$ cat src/hw/rtl/cdnt_pkg.sv
// Shared types and codes for the conditional directive nesting tracker.
`default_nettype none
package cdnt_pkg;

    localparam int REQ_W    = 3;
    localparam int STATUS_W = 3;
    localparam int DEPTH_W  = 5;
    localparam int OPEN_W   = 6;

    typedef enum logic [REQ_W-1:0] {
        REQ_IF    = 3'd0,
        REQ_ELIF  = 3'd1,
        REQ_ELSE  = 3'd2,
        REQ_ENDIF = 3'd3,
        REQ_EOF   = 3'd4
    } req_t;

    typedef enum logic [STATUS_W-1:0] {
        ST_OK            = 3'd0,
        ST_LONE_ELIF     = 3'd1,
        ST_LONE_ELSE     = 3'd2,
        ST_LONE_ENDIF    = 3'd3,
        ST_MALFORMED     = 3'd4,
        ST_TOO_DEEP      = 3'd5,
        ST_OPEN_AT_END   = 3'd6,
        ST_SKIP_OVERFLOW = 3'd7
    } status_t;

    typedef struct packed {
        logic push;
        logic pop;
        logic load;
    } cell_op_t;

endpackage
`default_nettype wire

$ cat src/hw/rtl/conditional_directive_nesting_tracker.sv
// Top level: directive decode, nesting counters, stack cell row and output register.
// The result word is registered and appears in the cycle after its directive is accepted.
// Throughput: one directive per cycle unless m_tready holds the output; the output
// register lets a new word in while the previous result is taken in the same cycle.
// Reset (aresetn low, synchronous): depth, skip counter, skip flag and output
// valid clear; stack cells hold no reset and are written before being read.
`default_nettype none
module conditional_directive_nesting_tracker
    import cdnt_pkg::*;
#(
    parameter int MAX_NEST = 30
) (
    input  wire logic        aclk,
    input  wire logic        aresetn,
    input  wire logic        s_tvalid,
    output logic             s_tready,
    input  wire logic [7:0]  s_tdata,  // [0] cond_value, [1] cond_malformed
    input  wire logic [2:0]  s_tuser,  // [2:0] req_type
    output logic             m_tvalid,
    input  wire logic        m_tready,
    output logic [15:0]      m_tdata   // [0] skip_lines, [3:1] status,
                                       // [8:4] nest_depth, [14:9] open_count
);

    localparam int DW = $clog2(MAX_NEST + 1);
    localparam int SW = DW + 1;

    logic [DW-1:0] depth_reg, depth_next;
    logic [DW-1:0] skipped_reg, skipped_next;
    logic          skip_reg, skip_next;
    logic          m_valid_reg, m_valid_next;
    logic [15:0]   m_data_reg, m_data_next;

    logic          accept;
    req_t          req;
    logic          cond;
    logic          bad;
    status_t       status;
    logic [SW-1:0] open_sum;
    logic [SW+OPEN_W-1:0] open_ext;
    logic [DW+DEPTH_W-1:0] depth_ext;
    logic          top_val;
    logic          cell0_in;
    cell_op_t      op;
    cell_op_t      cell_ops [MAX_NEST];
    logic          vals [MAX_NEST];

    assign s_tready = !m_valid_reg || m_tready;
    assign accept   = s_tvalid && s_tready;
    assign req      = req_t'(s_tuser);
    assign cond     = s_tdata[0];
    assign bad      = s_tdata[1];
    assign top_val  = vals[0];

    always_comb begin
        depth_next   = depth_reg;
        skipped_next = skipped_reg;
        skip_next    = skip_reg;
        status       = ST_OK;
        open_sum     = '0;
        op           = '0;
        cell0_in     = cond;
        unique case (req)
            REQ_IF: begin
                if (skip_reg) begin
                    if (skipped_reg < DW'(MAX_NEST)) begin
                        skipped_next = skipped_reg + 1'b1;
                    end else begin
                        status = ST_SKIP_OVERFLOW;
                    end
                end else if (bad) begin
                    status = ST_MALFORMED;
                end else if (depth_reg >= DW'(MAX_NEST)) begin
                    status = ST_TOO_DEEP;
                end else begin
                    op.push    = 1'b1;
                    depth_next = depth_reg + 1'b1;
                    skip_next  = !cond;
                end
            end
            REQ_ELIF: begin
                if (depth_reg == '0) begin
                    status = ST_LONE_ELIF;
                end else if (skipped_reg != '0) begin
                    status = ST_OK;
                end else if (bad) begin
                    status = ST_MALFORMED;
                end else if (top_val) begin
                    skip_next = 1'b1;
                end else begin
                    op.load   = 1'b1;
                    skip_next = !cond;
                end
            end
            REQ_ELSE: begin
                cell0_in = 1'b1;
                if (depth_reg == '0) begin
                    status = ST_LONE_ELSE;
                end else if (skipped_reg != '0) begin
                    status = ST_OK;
                end else if (top_val) begin
                    skip_next = 1'b1;
                end else begin
                    op.load   = 1'b1;
                    skip_next = 1'b0;
                end
            end
            REQ_ENDIF: begin
                if (skipped_reg != '0) begin
                    skipped_next = skipped_reg - 1'b1;
                end else if (depth_reg == '0) begin
                    status = ST_LONE_ENDIF;
                end else begin
                    op.pop     = 1'b1;
                    skip_next  = 1'b0;
                    depth_next = depth_reg - 1'b1;
                end
            end
            REQ_EOF: begin
                open_sum = SW'(depth_reg) + SW'(skipped_reg);
                if (depth_reg != '0) begin
                    status = ST_OPEN_AT_END;
                end
                depth_next   = '0;
                skipped_next = '0;
                skip_next    = 1'b0;
            end
            default: begin
                status = ST_OK;
            end
        endcase
        if (!accept) begin
            op = '0;
        end
    end

    assign open_ext  = {{OPEN_W{1'b0}}, open_sum};
    assign depth_ext = {{DEPTH_W{1'b0}}, depth_next};

    always_comb begin
        m_valid_next = m_valid_reg;
        m_data_next  = m_data_reg;
        if (m_tready) begin
            m_valid_next = 1'b0;
        end
        if (accept) begin
            m_valid_next = 1'b1;
            m_data_next  = {1'b0, open_ext[OPEN_W-1:0], depth_ext[DEPTH_W-1:0],
                            status, skip_next};
        end
    end

    always_ff @(posedge aclk) begin
        if (!aresetn) begin
            depth_reg   <= '0;
            skipped_reg <= '0;
            skip_reg    <= 1'b0;
            m_valid_reg <= 1'b0;
        end else begin
            if (accept) begin
                depth_reg   <= depth_next;
                skipped_reg <= skipped_next;
                skip_reg    <= skip_next;
            end
            m_valid_reg <= m_valid_next;
        end
    end

    always_ff @(posedge aclk) begin
        m_data_reg <= m_data_next;
    end

    genvar gi;
    generate
        for (gi = 0; gi < MAX_NEST; gi++) begin : g_cell
            logic up_v;
            logic down_v;
            if (gi == 0) begin : g_head
                assign up_v          = cell0_in;
                assign cell_ops[gi]  = op;
            end else begin : g_body
                assign up_v          = vals[gi-1];
                assign cell_ops[gi]  = '{push: op.push, pop: op.pop, load: 1'b0};
            end
            if (gi == MAX_NEST - 1) begin : g_tail
                assign down_v = 1'b0;
            end else begin : g_mid
                assign down_v = vals[gi+1];
            end
            cdnt_cell u_cell (
                .aclk     (aclk),
                .op       (cell_ops[gi]),
                .up_val   (up_v),
                .down_val (down_v),
                .val_out  (vals[gi])
            );
        end
    endgenerate

    assign m_tvalid = m_valid_reg;
    assign m_tdata  = m_data_reg;

endmodule
`default_nettype wire

$ cat src/hw/rtl/cdnt_cell.sv
// One entry of the condition value stack; shifts with its neighbors on push and pop, takes up_val on load.
`default_nettype none
module cdnt_cell
    import cdnt_pkg::*;
(
    input  wire logic     aclk,
    input  wire cell_op_t op,
    input  wire logic     up_val,
    input  wire logic     down_val,
    output logic          val_out
);

    logic val_reg;
    logic val_next;

    always_comb begin
        val_next = val_reg;
        if (op.push || op.load) begin
            val_next = up_val;
        end else if (op.pop) begin
            val_next = down_val;
        end
    end

    always_ff @(posedge aclk) begin
        val_reg <= val_next;
    end

    assign val_out = val_reg;

endmodule
`default_nettype wire

$ cat config.mk
export PLATFORM = sky130hd
export DESIGN_NAME = conditional_directive_nesting_tracker
export DESIGN_NICKNAME = d
export VERILOG_FILES = /design/src/hw/rtl/cdnt_pkg.sv /design/src/hw/rtl/conditional_directive_nesting_tracker.sv /design/src/hw/rtl/cdnt_cell.sv
export SDC_FILE = /design/constraint.sdc
export NUM_CORES = 1
export LEC_CHECK = 0
export BUFFER_PORTS_ARGS = -buffer_cell sky130_fd_sc_hd__buf_2
export CAP_MARGIN = 20
export CORE_ASPECT_RATIO = 1.5
export CORE_MARGIN = 1.5
export CORE_UTILIZATION = 39
export DETAILED_ROUTE_END_ITERATION = 8
export HOLD_SLACK_MARGIN = 0.15
export SYNTH_ARGS = -nofsm -noshare
export SYNTH_HDL_FRONTEND = slang
export SYNTH_SLANG_ARGS = --single-unit
export TNS_END_PERCENT = 50
$ cat constraint.sdc
create_clock -name aclk -period 3.8 [get_ports aclk]
set_input_delay 0.57 -clock aclk [delete_from_list [all_inputs] [get_ports aclk]]
set_output_delay 0.57 -clock aclk [all_outputs]
set_load 0.02 [all_outputs]
# --- After elaboration in Yosys (flattened, before gate mapping) ---
# Index checks and enable logic that the tools add are counted.
word_totals:
  word_cells: 177
  regBits: 57
  rom_bits: 0
  latchBits: 0
  out_inout_bits: 18
  ramBits: 0
  memories: 0
classes:
  mux: 113
  n_reduce_logical: 14
  n_eq_ne: 7
  multipliers: 0
  n_shift: 0
  add_sub_neg: 5
  bitwise_logic: 0
  magnitude_cmp: 2
  n_div: 0
op_table:
  columns: ["op", "n"]
  rows:
  - ["$mux 1", 88]
  - ["$mux 5", 8]
  - ["$pmux 5 s3", 2]
  - ["$mux 3", 9]
  - ["$pmux 3 s5", 1]
  - ["$add 5x1->5 const B", 2]
  - ["$reduce_bool 5->1", 2]
  - ["$sub 5x1->5 const B", 2]
  - ["$add 5x5->6", 1]
  - ["$eq 3x2->1 const B", 2]
  - ["$mux 2", 3]
  - ["$ne 2x2->1 const B", 3]
  - ["$reduce_bool 2->1", 3]
  - ["$ge 5x5->1 const B", 1]
  - ["$logic_not 5->1", 1]
  - ["$lt 5x5->1 const B", 1]
  - ["$pmux 1 s5", 1]
  - ["$reduce_and 5->1", 1]
  - ["$eq 3x1->1 const B", 1]
  - ["$eq 3x3->1 const B", 1]
  - ["$logic_not 3->1", 1]
  - ["$reduce_bool 3->1", 1]
  - ["$logic_not 1->1", 2]
  - ["$logic_or 1x1->1", 2]
  - ["2 further kinds", 2]

# --- Depth between registers and ports, before layout ---
logic_depth:
  ltp_word: 8
  depth_mapped: 8
  depth_no_buf: 8

# --- Hierarchy ---
# A second synthesis with hierarchy kept.
hier_totals:
  hier_cells: 336
  area_unflattened_um2: 3499.6
modules_own_cells:
  columns: ["module", "n_inst", "area_each_um2", "cells_per_inst", "seq_area_each_um2"]
  rows:
  - ["conditional_directive_nesting_tracker", 1, 1960.6, 216, 690.7]
  - ["cdnt_cell", 30, 51.3, 4, 30.0]

# --- Worst setup path after synthesis ---
# No wires, ideal clock.
synth_path:
  kind: "reg-to-reg"
  startpoint: "reg skipped_reg[1]"
  endpoint: "reg g_cell[10].u_cell.val_reg, enable pin"
  setup_slack_ns: 0.292
  t_required_ns: 3.374
  synth_period_minus_slack_ns: 3.508
  n_path_buf: 2
  stages_incl_launch_ff: 6
  arrival_ns: 3.081
  cell_sequence: "dfxtp_1 or4_1 buf_2 or4_1 clkbuf_1 a21oi_1"
synth_via:
  elab_chain_len: 5
synth_rtl:
  columns: ["element", "line", "text"]
  rows:
  - ["start, declared", "conditional_directive_nesting_tracker.sv:29", "logic [DW-1:0] skipped_reg, skipped_next;"]
  - ["start signal, assigned", "conditional_directive_nesting_tracker.sv:162", "skipped_reg <= skipped_next;"]
  - ["$reduce_bool 5->1", "conditional_directive_nesting_tracker.sv:109", "if (skipped_reg != '0) begin"]
  - ["$mux 1", "conditional_directive_nesting_tracker.sv:109", null]
  - ["$mux 1", "conditional_directive_nesting_tracker.sv:63", "unique case (req)"]
  - ["$mux 3", "conditional_directive_nesting_tracker.sv:132", "if (!accept) begin"]
  - ["$reduce_bool 2->1 (no source line)", null, null]
  - ["end signal, assigned", "cdnt_cell.sv:26", "val_reg <= val_next;"]
  - ["end, declared", "cdnt_cell.sv:13", "logic val_reg;"]
# No other way between the ends.
# A chain may end at the register's enable or synchronous reset.

# --- Worst setup path in the final report ---
layout_path:
  startpoint: "reg depth_reg[0]"
  endpoint: "reg g_cell[6].u_cell.val_reg, data pin"
layout_via:
  elab_chain_len: 7
layout_rtl:
  columns: ["element", "line", "text"]
  rows:
  - ["start, declared", "conditional_directive_nesting_tracker.sv:28", "logic [DW-1:0] depth_reg, depth_next;"]
  - ["start signal, assigned", "conditional_directive_nesting_tracker.sv:161", "depth_reg <= depth_next;"]
  - ["$ge 5x5->1", "conditional_directive_nesting_tracker.sv:73", "end else if (depth_reg >= DW'(MAX_NEST)) begin"]
  - ["$mux 1", "conditional_directive_nesting_tracker.sv:73", null]
  - ["$mux 1", "conditional_directive_nesting_tracker.sv:71", "end else if (bad) begin"]
  - ["$mux 1", "conditional_directive_nesting_tracker.sv:65", "if (skip_reg) begin"]
  - ["$mux 1", "conditional_directive_nesting_tracker.sv:63", null]
  - ["$mux 3", "conditional_directive_nesting_tracker.sv:132", null]
  - ["$mux 1", "cdnt_cell.sv:18", "if (op.push || op.load) begin"]
  - ["via g_cell[6].u_cell.val_next", "cdnt_cell.sv:14", "logic val_next;"]
  - ["end signal, assigned", "cdnt_cell.sv:26", null]
  - ["end, declared", "cdnt_cell.sv:13", null]
# The timed path passes the listed nets, and every way through them passes these cells.

==> flow_metrics.py <==
metrics = {
    "worst_setup_path": {
        "path_cells": "inv_1 > ha_1 > o2111ai_1 > nand2_1 > nor2_1 > nand2_1 > buf_4 > mux2_2",
        "worstPathRequired_ps": 3870,
        "crit_path_end_kind": "register",
        "cp_common_cell": "nand2_1",
        "worstSetupStartpointType": "register",
        "critPathArrivalTime_ps": 2730,
        "slowest_delay_ps": 490,
        "path_class": "register to register",
        "cp_slowest_cell": "o2111ai_1",
        "path_max_fanout": 28,
    },
    "synth": {
        "async_flop_share": 0,
        "synth-main-ff-cell": "edfxtp_1",
        "syn_inst": 287,
        "syn-num-nets": 315,
        "synth_edf_count": 45,
        "yosysUniqueCellTypes": 53,
        "syn_area_um2": 3140,
        "yosysSeqAreaShare": 0.506,
        "postSynthAreaPerCell_um2": 11.0,
        "ys_ff_latch": 57,
        "yosys_warnings": 0,
    },
    "timing": {
        "worst_pin_slew_ps": 804,
        "finalSetupTns_ps": 0,
        "finalCritPeriodShare": 0.699,
        "finalHoldViolations": 0,
        "finalMaxSlewViolations": 0,
        "fin_crit_ps": 2660,
        "fmax_ghz": 0.376,
        "skew_ps": 6.84,
        "max_slew_margin": 0.461,
        "rsz0062_at_grt": "false",
        "setup_viol": 0,
    },
    "cts": {
        "insertion_delay_ps": 330,
        "cts_resized": 0,
        "numCtsBuffers": 9,
        "clk_path_buf_depth": 2,
        "post_cts_buffers": 0,
        "cts_sinks": 57,
        "tritoncts": "yes",
        "cts_hold_buffers": 0,
        "clk_pin_slew_ps": 50,
        "h-tree-depth": 3,
        "clockRootBuffer": "clkbuf_16",
    },
    "detailed_routing": {
        "drc": 0,
        "route.detailed.wl_per_inst_um": 15.7,
        "routed_wl_mm": 6.63,
        "drtAntennaViolNets": 0,
        "via_per_inst": 5.49,
        "first_pass_iters": 4,
        "num_vias": 2317,
        "first_iter_violations": 203,
    },
    "placed_design": {
        "dp_hpwl_mm": 4.74,
        "placed_area_um2": 3390,
        "place_inst": 406,
        "port_buffers": 25,
        "routabilityCongestion": 0.891,
    },
    "global_route": {
        "overflow": 0,
        "grt.total_usage": 0.171,
        "grt_pass1_wl_mm": 11.5,
        "grt_max_degree": 31,
        "antenna_found_initial": 0,
        "grt_pass1_vias": 2388,
    },
    "layout": {
        "drive_gt1_frac": 0.244,
        "finalCoreUtilization": 0.477,
        "area_delta_synth_final_pct": 16.9,
        "final_common_cell": "edfxtp_1",
        "diodes": 0,
        "nNetsFinal": 343,
        "post-route-cell-area_um2": 3670,
        "layout_common_cells": "45 x edfxtp_1, 29 x mux2_2, 26 x nor2_1",
        "largest_reg_flops": 30,
        "instances_no_fill": 422,
    },
    "run_status": {
        "status": "finished clean",
    },
    "run": {
        "cap_violations": 0,
    },
    "floorplanning": {
        "die_area_um2": 8620,
        "die_w_um": 76.3,
        "num_rows": 39,
        "core-area_um2": 7710,
        "ioPinCount": 33,
        "start_util": 0.408,
        "die_h_um": 113,
    },
    "power": {
        "ir_drop_mv": 0.251,
        "p_total_w": 0.00160,
        "power_density_nw_per_um2": 435,
        "leakage_nw": 1.38,
    },
    "worst_hold_path": {
        "hold_class": "input port to register",
    },
}
==> report_power, final <==
group	total, W	internal [W]	switching, W
logic	0.000132	0.0000479	0.0000841
registers	0.000701	0.000690	0.0000106
clock network	0.000765	0.000501	0.000264
total	0.00160	0.00124	0.000359
==> path summary, 6_finish.rpt <==
kind,from,end,slack [ps],cells after the start
max,depth_reg[0],g_cell[6].u_cell.val_out,1140,8
min,s_tvalid,m_tvalid,490,3
max reg2reg,depth_reg[0],g_cell[6].u_cell.val_out,1140,8
min reg2reg,m_tvalid,m_tvalid,530,2
==> layout make-up <==
| type | instances | area, um^2 |
|---|---|---|
| Multi-Input combinational cell | 198 | 1430 |
| Sequential cell | 57 | 1590 |
| Clock buffer | 10 | 229 |
| Clock inverter | 6 | 58.8 |
| Timing Repair Buffer | 31 | 170 |
| Tap cell | 102 | 128 |
| Inverter | 18 | 67.6 |
| Fill cell | 741 | 4040 |
==> worst max-delay path: cells and delay by family (launching register included) <==
kind | cells | cell delay [ps]
AND/OR/NAND/NOR | 3 | 550
AO/OA/AOI/OAI | 1 | 490
flip-flops | 1 | 430
buffers and inverters | 2 | 380
multiplexers | 1 | 310
adder cells (fa/ha/maj) | 1 | 230
==> Yosys cell counts (3+ instances only) <==
cell | count | area (um^2)
a21o_1 | 3 | 22.5
a21oi_1 | 22 | 110
a31oi_1 | 5 | 31.3
and3_1 | 5 | 31.3
clkbuf_1 | 12 | 45.0
clkinv_1 | 3 | 11.3
dfxtp_1 | 12 | 240
edfxtp_1 | 45 | 1350
ha_1 | 11 | 138
inv_1 | 15 | 56.3
mux2_2 | 29 | 327
mux2i_1 | 4 | 40.0
nand2_1 | 14 | 52.6
nand2b_1 | 6 | 37.5
nand3_1 | 6 | 30.0
nor2_1 | 26 | 97.6
nor3_1 | 8 | 40.0
o21ai_0 | 11 | 55.1
o31ai_1 | 3 | 22.5
==> layer usage <==
| layer | share of wire | GRT usage |
|---|---|---|
| met2 | 0.52 | 0.292 |
| met5 | 0 | 0 |
| met1 | 0.40 | 0.188 |
| met4 | 0.041 | 0.101 |
| met3 | 0.037 | 0.0492 |
==> cells by family after synthesis <==
kind of cell             count (synthesis)  synth area share
AND/OR/NAND/NOR                         79             0.126
XOR/XNOR                                 4            0.0111
multiplexers                            33             0.117
adder cells (fa/ha/maj)                 13            0.0565
AO/OA/AOI/OAI                           68             0.143
other                                    1           0.00119
flip-flops                              57             0.506
buffers and inverters                   32            0.0398
==> through the flow <==
step | hold WS, ps | setup WS, ps
after floorplan | 480 | 292
after global placement | 505 | 1150
after detailed placement | 525 | 1150
after CTS | 483 | 1160
after global routing | 504 | 924
final | 492 | 1140
Power figures use the tool's default switching activity.
